**config.mk**
```make
export PLATFORM = sky130hd
export DESIGN_NAME = velocity_command_frame_receiver_top
export DESIGN_NICKNAME = d
export VERILOG_FILES = /design/src/sv/vcfr_pkg.sv /design/src/sv/vcfr_cell.sv /design/src/sv/velocity_command_frame_receiver_top.sv
export SDC_FILE = /design/constraint.sdc
export NUM_CORES = 1
export LEC_CHECK = 0
export ABC_AREA = 1
export BUFFER_PORTS_ARGS = -buffer_cell sky130_fd_sc_hd__buf_2
export CAP_MARGIN = 20
export CELL_PAD_IN_SITES_DETAIL_PLACEMENT = 0
export CELL_PAD_IN_SITES_GLOBAL_PLACEMENT = 1
export CORE_ASPECT_RATIO = 1.25
export CORE_MARGIN = 2
export CORE_UTILIZATION = 50
export DETAILED_ROUTE_END_ITERATION = 8
export PLACE_DENSITY = 0.83
export SKIP_CTS_REPAIR_TIMING = 1
export SLEW_MARGIN = 25
export SYNTH_ARGS = -nofsm -noshare
export SYNTH_HDL_FRONTEND = slang
export SYNTH_SLANG_ARGS = --single-unit
```
**constraint.sdc**
```tcl
create_clock -name clk -period 14.5 [get_ports clk]
set_clock_uncertainty 0.1 [all_clocks]
set_input_delay 2.9 -clock clk [delete_from_list [all_inputs] [get_ports clk]]
set_output_delay 2.9 -clock clk [all_outputs]
set_load 0.01 [all_outputs]
```
**src/sv/vcfr_pkg.sv**
```systemverilog
// Package with the frame layout constants, register indexes and types of the receiver.
`default_nettype none
package vcfr_pkg;

    localparam int FrameLen = 11;
    localparam int CheckPos = 9;
    localparam int TailPos  = 10;
    localparam int ChainLen = 10;
    localparam int PosWidth = 4;

    localparam logic [7:0] HeaderReset = 8'd123;
    localparam logic [7:0] TailReset   = 8'd125;

    typedef enum logic [0:0] {
        REG_HEADER = 1'b0,
        REG_TAIL   = 1'b1
    } reg_index_t;

    typedef struct packed {
        logic signed [15:0] speed_z;
        logic signed [15:0] speed_y;
        logic signed [15:0] speed_x;
    } speed_t;

endpackage
`default_nettype wire

```
**src/sv/vcfr_cell.sv**
```systemverilog
// One byte cell of the frame shift chain.
`default_nettype none
module vcfr_cell
    import vcfr_pkg::*;
(
    input  wire logic       clk,
    input  wire logic       shift_en,
    input  wire logic [7:0] d_in,
    output logic      [7:0] q
);

    logic [7:0] byte_reg;
    logic [7:0] byte_next;

    always_comb
    begin
        byte_next = shift_en ? d_in : byte_reg;
    end

    always_ff @(posedge clk)
    begin
        byte_reg <= byte_next;
    end

    assign q = byte_reg;

endmodule
`default_nettype wire

```
**src/sv/velocity_command_frame_receiver_top.sv**
```systemverilog
// Top level of the velocity command frame receiver.
`default_nettype none
// The receiver takes one byte per clock cycle while s_tready is high and assembles 11-byte frames
// that start with the header byte. Each frame byte but the last enters a row of ten byte cells
// while a running XOR and a position counter follow the frame, so the eleventh byte is checked in
// the cycle it arrives; an accepted frame goes to the output register, or to the skid entry while
// that is occupied, as three signed big-endian speeds. Results are at least eleven items apart; a
// two-entry output buffer holds them, and s_tready falls only while two results are waiting to be
// taken. Bytes presented with startup_hold set are accepted and leave no trace.
module velocity_command_frame_receiver_top
    import vcfr_pkg::*;
(
    input  wire logic        clk,
    input  wire logic        rst_n,
    input  wire logic        cfg_we,
    input  wire logic [0:0]  cfg_index,
    input  wire logic [7:0]  cfg_data,
    input  wire logic        s_tvalid,
    output logic             s_tready,
    input  wire logic [7:0]  s_tdata,   // rx_byte [7:0]
    input  wire logic [0:0]  s_tuser,   // startup_hold [0]
    output logic             m_tvalid,
    input  wire logic        m_tready,
    output logic      [47:0] m_tdata    // speed_x [15:0], speed_y [31:16], speed_z [47:32]
);

    logic [7:0]          header_reg, header_next;
    logic [7:0]          tail_reg, tail_next;
    logic [PosWidth-1:0] pos_reg, pos_next;
    logic [7:0]          xor_reg, xor_next;
    logic                out_valid_reg, out_valid_next;
    speed_t              out_data_reg, out_data_next;
    logic                skid_valid_reg, skid_valid_next;
    speed_t              skid_data_reg, skid_data_next;

    logic [7:0] cell_q [ChainLen];
    logic       shift_en;
    logic       in_acc;
    logic       pop;
    logic       push;
    logic       frame_end;
    speed_t     new_speed;

    localparam logic [PosWidth-1:0] PosZero  = '0;
    localparam logic [PosWidth-1:0] PosCheck = PosWidth'(CheckPos);
    localparam logic [PosWidth-1:0] PosTail  = PosWidth'(TailPos);

    assign s_tready = !skid_valid_reg;
    assign in_acc   = s_tvalid && s_tready && !s_tuser[0];
    assign pop      = m_tvalid && m_tready;

    assign frame_end = in_acc && (pos_reg >= PosTail);
    assign shift_en  = in_acc && (pos_reg < PosTail)
                       && ((pos_reg != PosZero) || (s_tdata == header_reg));

    generate
        for (genvar i = 0; i < ChainLen; i++)
        begin : g_chain
            vcfr_cell u_cell (
                .clk      (clk),
                .shift_en (shift_en),
                .d_in     ((i == ChainLen - 1) ? s_tdata : cell_q[(i + 1) % ChainLen]),
                .q        (cell_q[i])
            );
        end
    endgenerate

    assign new_speed.speed_x = {cell_q[3], cell_q[4]};
    assign new_speed.speed_y = {cell_q[5], cell_q[6]};
    assign new_speed.speed_z = {cell_q[7], cell_q[8]};
    assign push = frame_end && (s_tdata == tail_reg) && (cell_q[CheckPos] == xor_reg);

    always_comb
    begin
        header_next = header_reg;
        tail_next   = tail_reg;
        if (cfg_we)
        begin
            case (reg_index_t'(cfg_index))
                REG_HEADER: header_next = cfg_data;
                REG_TAIL:   tail_next   = cfg_data;
                default:    header_next = header_reg;
            endcase
        end

        pos_next = pos_reg;
        xor_next = xor_reg;
        if (frame_end)
        begin
            pos_next = PosZero;
        end
        else if (shift_en)
        begin
            pos_next = pos_reg + 1'b1;
            if (pos_reg == PosZero)
            begin
                xor_next = s_tdata;
            end
            else if (pos_reg < PosCheck)
            begin
                xor_next = xor_reg ^ s_tdata;
            end
        end

        out_valid_next  = out_valid_reg;
        out_data_next   = out_data_reg;
        skid_valid_next = skid_valid_reg;
        skid_data_next  = skid_data_reg;
        if (skid_valid_reg)
        begin
            if (pop)
            begin
                out_data_next   = skid_data_reg;
                skid_valid_next = 1'b0;
            end
        end
        else if (out_valid_reg)
        begin
            if (pop && push)
            begin
                out_data_next = new_speed;
            end
            else if (pop)
            begin
                out_valid_next = 1'b0;
            end
            else if (push)
            begin
                skid_data_next  = new_speed;
                skid_valid_next = 1'b1;
            end
        end
        else if (push)
        begin
            out_data_next  = new_speed;
            out_valid_next = 1'b1;
        end
    end

    always_ff @(posedge clk or negedge rst_n)
    begin
        if (!rst_n)
        begin
            header_reg     <= HeaderReset;
            tail_reg       <= TailReset;
            pos_reg        <= PosZero;
            out_valid_reg  <= 1'b0;
            skid_valid_reg <= 1'b0;
        end
        else
        begin
            header_reg     <= header_next;
            tail_reg       <= tail_next;
            pos_reg        <= pos_next;
            out_valid_reg  <= out_valid_next;
            skid_valid_reg <= skid_valid_next;
        end
    end

    always_ff @(posedge clk)
    begin
        xor_reg       <= xor_next;
        out_data_reg  <= out_data_next;
        skid_data_reg <= skid_data_next;
    end

    assign m_tvalid = out_valid_reg;
    assign m_tdata  = out_data_reg;

    a_pos_range: assert property (@(posedge clk) disable iff (!rst_n) pos_reg <= PosTail)
        else $error("Frame position beyond the tail byte.");

    a_skid_behind_out: assert property (@(posedge clk) disable iff (!rst_n)
        skid_valid_reg |-> out_valid_reg)
        else $error("Skid entry held while the output register is empty.");

    a_push_spacing: assert property (@(posedge clk) disable iff (!rst_n) push |=> !push)
        else $error("Two results produced in consecutive cycles.");

    a_push_at_tail: assert property (@(posedge clk) disable iff (!rst_n)
        push |=> (pos_reg == PosZero))
        else $error("Position not cleared after an accepted frame.");

endmodule
`default_nettype wire
```
# [Word-level counts from Yosys, hierarchy flattened]
# Cells that the tools add are included.
# Widths: inputs -> output; s select.
[word_totals] regBits=182 latch_bits=0 ramBits=0 romBits=0 in_bits=23 out_inout_bits=50 word_cells=73 n_memories=0
[op_classes] addsub=1 mul=0 n_div=0 n_lt_le_gt_ge=3 n_eq_ne=5 n_shift=0 n_mux=17 n_bitwise=6 reduce_logical=22
[ops] operator="$mux 48" n=5
[ops] operator="$eq 8x8->1" n=3
[ops] operator="$mux 8" n=2
[ops] operator="$logic_and 1x1->1" n=9
[ops] operator="$lt 4x4->1 const B" n=2
[ops] operator="$mux 1" n=8
[ops] operator="$mux 4" n=2
[ops] operator="$xor 8x8->8" n=1
[ops] operator="$reduce_and 3->1" n=2
[ops] operator="$not 1->1" n=5
[ops] operator="$reduce_and 5->1" n=1
[ops] operator="$add 4x1->4 const B" n=1
[ops] operator="$ge 4x4->1 const B" n=1
[ops] operator="$logic_not 4->1" n=1
[ops] operator="$reduce_and 2->1" n=2
[ops] operator="$reduce_bool 2->1" n=2
[ops] operator="$reduce_bool 4->1" n=1
[ops] operator="$ne 3x1->1 const B" n=1
[ops] operator="$reduce_bool 3->1" n=1
[ops] operator="$logic_not 1->1" n=2
[ops] operator="$ne 2x1->1 const B" n=1
[ops] operator="$logic_or 1x1->1" n=1

# [Logic depth before layout (Yosys ltp)]
# Gate-level depths: netlist of run 1.
[depth] word_depth=11 mapped_depth=10 mapped_depth_nobuf=10

# [By module]
# Synthesis of run 1 repeated with hierarchy kept, for this count alone.
[hier_totals] hier_cells=560 area_unflattened_um2=7053.0
[modules_own_cells] mod="velocity_command_frame_receiver_top" instances=1 cells_each=504 area_each_um2=5371.4 seq_area_each_um2=3688.5
[modules_own_cells] mod="vcfr_cell" instances=7 cells_each=8 area_each_um2=240.2 seq_area_each_um2=240.2

# [Worst setup path before layout of run 1]
# OpenSTA, ideal clock, no wires.
[synth_timing] kind="input-to-reg" start="in s_tdata[4]" end="reg skid_data_reg[0] in the netlist's numbering (enable)" setup_ns=0.513 arrival_ns=6.619 required_time_ns=13.887 slack_ns=7.268 stages=7 n_path_buf=0 path_cell_list="inv_1 > nand2_1 > nand2_1 > nand2_1 > nor2_1 > nand3_2 > nor3_1"
[synth_via] elab_chain_cells=6
[synth_rtl] element="from (decl)" line_no="velocity_command_frame_receiver_top.sv:20" source="input wire logic [7:0] s_tdata,"
[synth_rtl] element="$eq 8x8->1 *" line_no="velocity_command_frame_receiver_top.sv:71" source="assign push = frame_end && (s_tdata == tail_reg) && (cell_q[CheckPos] == xor_reg);"
[synth_rtl] element="$logic_and 1x1->1 * (2 in series)" line_no="velocity_command_frame_receiver_top.sv:71"
[synth_rtl] element="$logic_and 1x1->1" line_no="velocity_command_frame_receiver_top.sv:119" source="if (pop && push)"
[synth_rtl] element="$not 1->1 (no source line)"
[synth_rtl] element="$reduce_and 5->1 (no source line) *"
[synth_rtl] element="to (signal assigned)" line_no="velocity_command_frame_receiver_top.sv:164" source="skid_data_reg <= skid_data_next;"
[synth_rtl] element="to (decl)" line_no="velocity_command_frame_receiver_top.sv:34" source="speed_t skid_data_reg, skid_data_next;"
# Mark *: on every way between the ends. The rest lies on a longest branch, timed or not.
# A chain may end at the register's enable or synchronous reset.

# [Final worst setup path of run 1]
[layout_timing] start="reg skid_valid_reg" end="out s_tready"
[layout_via] elab_chain_cells=1
[layout_rtl] element="from (decl)" line_no="velocity_command_frame_receiver_top.sv:33" source="logic skid_valid_reg, skid_valid_next;"
[layout_rtl] element="from (signal assigned)" line_no="velocity_command_frame_receiver_top.sv:156" source="skid_valid_reg <= skid_valid_next;"
[layout_rtl] element="$logic_not 1->1" line_no="velocity_command_frame_receiver_top.sv:48" source="assign s_tready = !skid_valid_reg;"
[layout_rtl] element="to (decl)" line_no="velocity_command_frame_receiver_top.sv:19" source="output logic s_tready,"
# No other way between the ends.

==> results.md, run 1 <==
- Nets: between 600 and 700
- Run status: finished, final reports clean
- Max-cap viol count: 0
- Reg2Reg Depth: 10
- Port Buffers: slightly above 70
- Starting Density: 0.511
- Internal power: about 0.00093 W
- Die Y: about 140 µm
- Most frequent cells in the layout: nand2_1, edfxtp_1, buf_2, inv_1, o21ai_0
- Final Critical Period: 5.31 ns
- Drt first pass iters: 4
- Register area: 0.00537 mm²
- Fraction of layout cells with a size suffix above 1: 0.206
- Clock Root Buffer: clkbuf_16
- Largest net degree at the start of global routing: 57
- Max reg flops: 56
- DR iter-0 viols: between 200 and 300
- Reg-to-reg slack, setup: 11.43 ns
- Final Max Tran Viols: 0
- DRC Markers: 0
- Cell row count: 48
- WP data required: roughly 12 ns
- Area of the core: 0.0138 mm²
- Worst setup path category: register to output port
- Slew @ Worst Pin: 0.982 ns
- Number of buffers created by CTS: 17
- Worst Setup SP: skid_valid_reg
- Routed Antenna Nets: 0
- Crit path to: s_tready
- Critical Path Fanout Max: 52
- GRT Overall Usage: 0.165
- P_sw: 0.000321 W
- Clock sinks: 182
- Post-layout util: 0.594
- Synth Net Count: between 500 and 600
- Worst R2R End: m_tdata[34]
- Commonest non-fill, non-tap cell in the layout: nand2_1
- Initial antenna violation count: 0
- Synthesized area: 0.00705 mm²
- RSZ-0062 raised after global routing: no
- Routed WL: between 10 and 15 mm
- Antenna cells: 0
- Max Freq: 188 MHz
- Clock Tree Buf Depth: 2
- Data arrival, critical path: 2.31 ns
- Sequential power share: 0.535
- Via count: 4026
- Area of the multi-input gates: around 0.0015 mm²
- Cells after Synth: between 500 and 600
- Distinct cell type count after synthesis: 25
- Num ports: 73
- H-tree depth: 4
- Die ar.: ~0.015 mm²
- Post-detail-place hpwl: 7.28 mm
- Power per Cell Area: 152 mW/mm²
- FF-to-FF Start: skid_valid_reg
- HP Class: register to register
- Gate power share: 0.107
- Crit. End Element: output port
- Synth Warn #: 0
- Gpl congestion: ~0.8
- Via density per instance: 4.85
- Vias in the first global route: 3976
- #FFs+latches synth: 182
- Startpoint Class: register
- Setup TNS: 0 ns
- Area grow syn2layout: 16.3%
- Switch share: 0.257
- First-pass GRT wire length: 18.7 mm
- Chip Width: 110 µm
- Avg Cell Area, Syn: 12.6 µm²
- Final period util: 0.366
- Worst-Skew Late Latency: about 0.42 ns
- Clock power frac: 0.358
- Maximum VDD drop: 0.0768 mV
- Seq/Total Area, Yosys: 0.761
- # setup viols final: 0
- Routed WL per cell: 13.6 µm
- Clk pin slew, worst setup/hold paths: roughly 0.07 ns
- Slew margin rel.: 0.345
- Congestion Overflow GR: 0
- CTS tree: yes
- Leakage power: 3.34 nW
- Fillers: between 1000 and 1500
- Fin. Hold Viols: 0
[per-stage QoR]
step | instances | worst slack (ns) | total power, W | hold WS [ns] | area (µm²)
6_report | 830 | 9.19 | 0.00125 | 0.354 | 8200
5_1_grt | 830 | 8.99 | 0.00131 | 0.356 | 8200
4_1_cts | 830 | 9.14 | 0.00126 | 0.352 | 8200
3_5_place_dp | 798 | 9.59 | 0.000815 | 0.335 | 7620
3_3_place_gp | 798 | 9.58 | 0.000806 | 0.331 | 7620
2_1_floorplan | 560 | 7.27 | 0.000770 | 0.326 | 7050
[kinds of logic (layout without fill, tap and decap cells)]
logic type | count (synthesis) | in the layout | share of synthesized area
AND/OR/NAND/NOR | 273 | 273 | 0.155
AO/OA/AOI/OAI | 20 | 20 | 0.0161
adder cells (fa/ha/maj) | 4 | 4 | 0.00710
buffers and inverters | 60 | 155 | 0.0339
XOR/XNOR | 21 | 21 | 0.0261
flip-flops | 182 | 182 | 0.761
[Yosys cell counts, drive strengths merged]
cell type	number	area (µm²)
a21boi	1	18.8
a21oi	1	5.00
buf	2	16.3
clkbuf	11	41.3
clkinv	1	8.76
dfrtp	10	250
dfstp	12	315
edfxtp	160	4800
ha	4	50.1
inv	46	173
nand2	234	888
nand3	11	65.1
nand4	8	50.1
nor2	15	66.3
nor3	4	20.0
o21ai	18	90.1
or2	1	6.26
xnor2	10	87.6
xor2	11	96.3
[critical path, stage by stage, from the launching register on]
cell	delay [ns]
dfrtp_2	1.00
clkinv_4	0.58
buf_2	0.31
[worst min-delay path by stage]
stage / startpoint / endpoint / slack (ns) / cells after the start
6_report: g_chain[3].u_cell.q[2] / skid_data_reg[10] / 0.35 / 0
5_1_grt: g_chain[3].u_cell.q[5] / skid_data_reg[13] / 0.36 / 0
4_1_cts: g_chain[3].u_cell.q[2] / skid_data_reg[10] / 0.35 / 0
3_5_place_dp: g_chain[3].u_cell.q[2] / skid_data_reg[10] / 0.33 / 0
3_3_place_gp: g_chain[3].u_cell.q[6] / skid_data_reg[14] / 0.33 / 0
2_1_floorplan: g_chain[9].u_cell.q[3] / g_chain[8].u_cell.q[3] / 0.33 / 0
[cell type report]
| cell class | instances | share of cell area |
|---|---|---|
| inverter | 47 | 0.0221 |
| clock buffer | 17 | 0.0519 |
| timing repair buffer | 76 | 0.0476 |
| multi-input combinational | 318 | 0.178 |
| clock inverter | 15 | 0.0192 |
| sequential | 182 | 0.655 |
| tap | 175 | 0.0267 |
[routing by layer]
| metal | global-route usage | up-vias | routed length [µm] |
|---|---|---|---|
| met4 | 0.0528 | 0 | 132 |
| li1 | - | 2016 | - |
| met1 | 0.200 | 1901 | 4810 |
| met3 | 0.0419 | 11 | 478 |
| met2 | 0.288 | 98 | 5910 |
| met5 | 0 | - | 0 |
[power groups by stage]
stage	registers (W)	logic, W	clock network, W
floorplan	0.000672	0.0000981	0
global placement	0.000677	0.000130	0
detailed placement	0.000680	0.000135	0
CTS	0.000669	0.000136	0.000455
global route	0.000675	0.000154	0.000479
finish	0.000669	0.000133	0.000447
Power figures use the tool's default switching activity.
==> run 2: changes to the inputs <==
CORE_UTILIZATION = 43   (was 50)
PLACE_DENSITY = 0.76   (was 0.83)
clock period = 4.7 ns   (was 14.5 ns; I/O delays follow)
==> results.md, run 2 (synthesized netlist as in run 1, its figures left out) <==
- Final Worst Setup Slack: 1.66 ns
- Switch share: 0.238
- Max-cap viol count: 0
- HP Class: register to register
- Max Freq: 329 MHz
- Number of buffers created by CTS: 17
- Final Non-Filler Cells: 870
- Area of the core: between 0.015 and 0.02 mm²
- Chip Width: ~120 µm
- CTS tree: yes
- Gate power share: 0.106
- Clock power frac: 0.357
- Power per Cell Area: roughly 470 mW/mm²
- Startpoint Class: register
- Area of placed instances: between 0.007 and 0.008 mm²
- Routed Antenna Nets: 0
- Post-layout util: 0.512
- GRT Overall Usage: 0.148
- Slew @ Worst Pin: approximately 0.77 ns
- Final period util: 0.647
- Clock Root Buffer: clkbuf_16
- Maximum VDD drop: 0.282 mV
- Routed WL per cell: 13.9 µm
- Routed WL: 12.1 mm
- Fraction of layout cells with a size suffix above 1: 0.200
- Drt first pass iters: 4
- Commonest non-fill, non-tap cell in the layout: nand2_1
- Internal power: 0.00293 W
- Clock Tree Buf Depth: 2
- Leakage power: 3.36 nW
- DR iter-0 viols: ~380
- Sequential power share: 0.537
- Crit. End Element: output port
- Largest net degree at the start of global routing: between 50 and 60
- P_sw: 0.000915 W
- Cell row count: between 50 and 60
- Data arrival, critical path: 2.00 ns
- Antenna cells: 0
- Run status: finished, final reports clean
- Area grow syn2layout: 17.0%
- Initial antenna violation count: 0
- Starting Density: 0.437
- Nets: 670
- Congestion Overflow GR: 0
- WP data required: 3.66 ns
- Die Y: around 150 µm
- Critical Path Fanout Max: 52
- First-pass GRT wire length: 20.2 mm
- Via count: 3970
- Vias in the first global route: 4140
- Final Critical Period: 3.04 ns
- Slew margin rel.: 0.487
- RSZ-0062 raised after global routing: no
- Via density per instance: 4.56
- Post-route cell area: roughly 0.0083 mm²
- Fin. Hold Viols: 0
- H-tree depth: 4
- Most frequent cells in the layout: nand2_1, edfxtp_1, buf_2, inv_1, o21ai_0
- Post-detail-place hpwl: approximately 7.6 mm
- Setup TNS: 0 ns
- Worst-Skew Late Latency: 0.42 ns
- Num ports: 73
- Critical path, cell by cell: clkinv_4 > buf_4 > buf_2
- Max stage delay on crit path: 0.72 ns
- Cells after DPL: 840
- Max reg flops: 56
- Die ar.: 0.0174 mm²
- Final Max Tran Viols: 0
- # setup viols final: 0
- Worst setup path category: register to output port
- DRC Markers: 0
- Port Buffers: 72
- Slowest CP cell: dfrtp_4
- Clk pin slew, worst setup/hold paths: 0.06 ns
- Post-placement worst setup slack: 1.50 ns
- Gpl congestion: 0.826
- Clock sinks: 182
run 2: routing by layer:
metal	GRT usage	vias to the layer above	routed length [µm]
met5	0	-	0
met4	0.0595	0	200
met3	0.0380	15	591
met2	0.255	100	6070
met1	0.178	1834	5240
li1	-	2021	-
run 2: power groups by stage:
stage               clock (W)  combinational, W  sequential [W]
detailed placement          0          0.000413         0.00210
global route          0.00147          0.000477         0.00208
floorplan                   0          0.000303         0.00207
global placement            0          0.000405         0.00209
CTS                   0.00140          0.000417         0.00207
finish                0.00137          0.000409         0.00207
run 2: layout make-up:
cell class / count / area, µm²
clock buffer: 19 / 433
tap: 216 / 270
fill: 1413 / 7880
sequential: 182 / 5370
multi-input combinational: 318 / 1460
inverter: 47 / 181
clock inverter: 11 / 135
timing repair buffer: 77 / 398
run 2: critical path, delay by kind of cell (launching register included):
family   cells  cell delay (ns)
buf+inv      3             0.83
flops        1             0.72
run 2: worst paths after layout:
check	start	to	slack (ns)	depth (start not counted)
min in group asynchronous	rst_n	tail_reg[7]	0.39	1
worst max-delay path	skid_valid_reg	s_tready	1.66	3
worst max register to register	skid_valid_reg	m_tdata[34]	1.84	10
max in group asynchronous	rst_n	skid_valid_reg	3.71	1
worst min-delay path	g_chain[3].u_cell.q[4]	skid_data_reg[12]	0.34	0
worst min register to register	g_chain[3].u_cell.q[4]	skid_data_reg[12]	0.34	0
run 2: per-stage QoR:
step	hold slack [ns]	power (W)
after floorplan	0.326	0.00238
after detailed placement	0.333	0.00252
after global placement	0.331	0.00249
after CTS	0.346	0.00389
after global routing	0.363	0.00403
final	0.343	0.00385
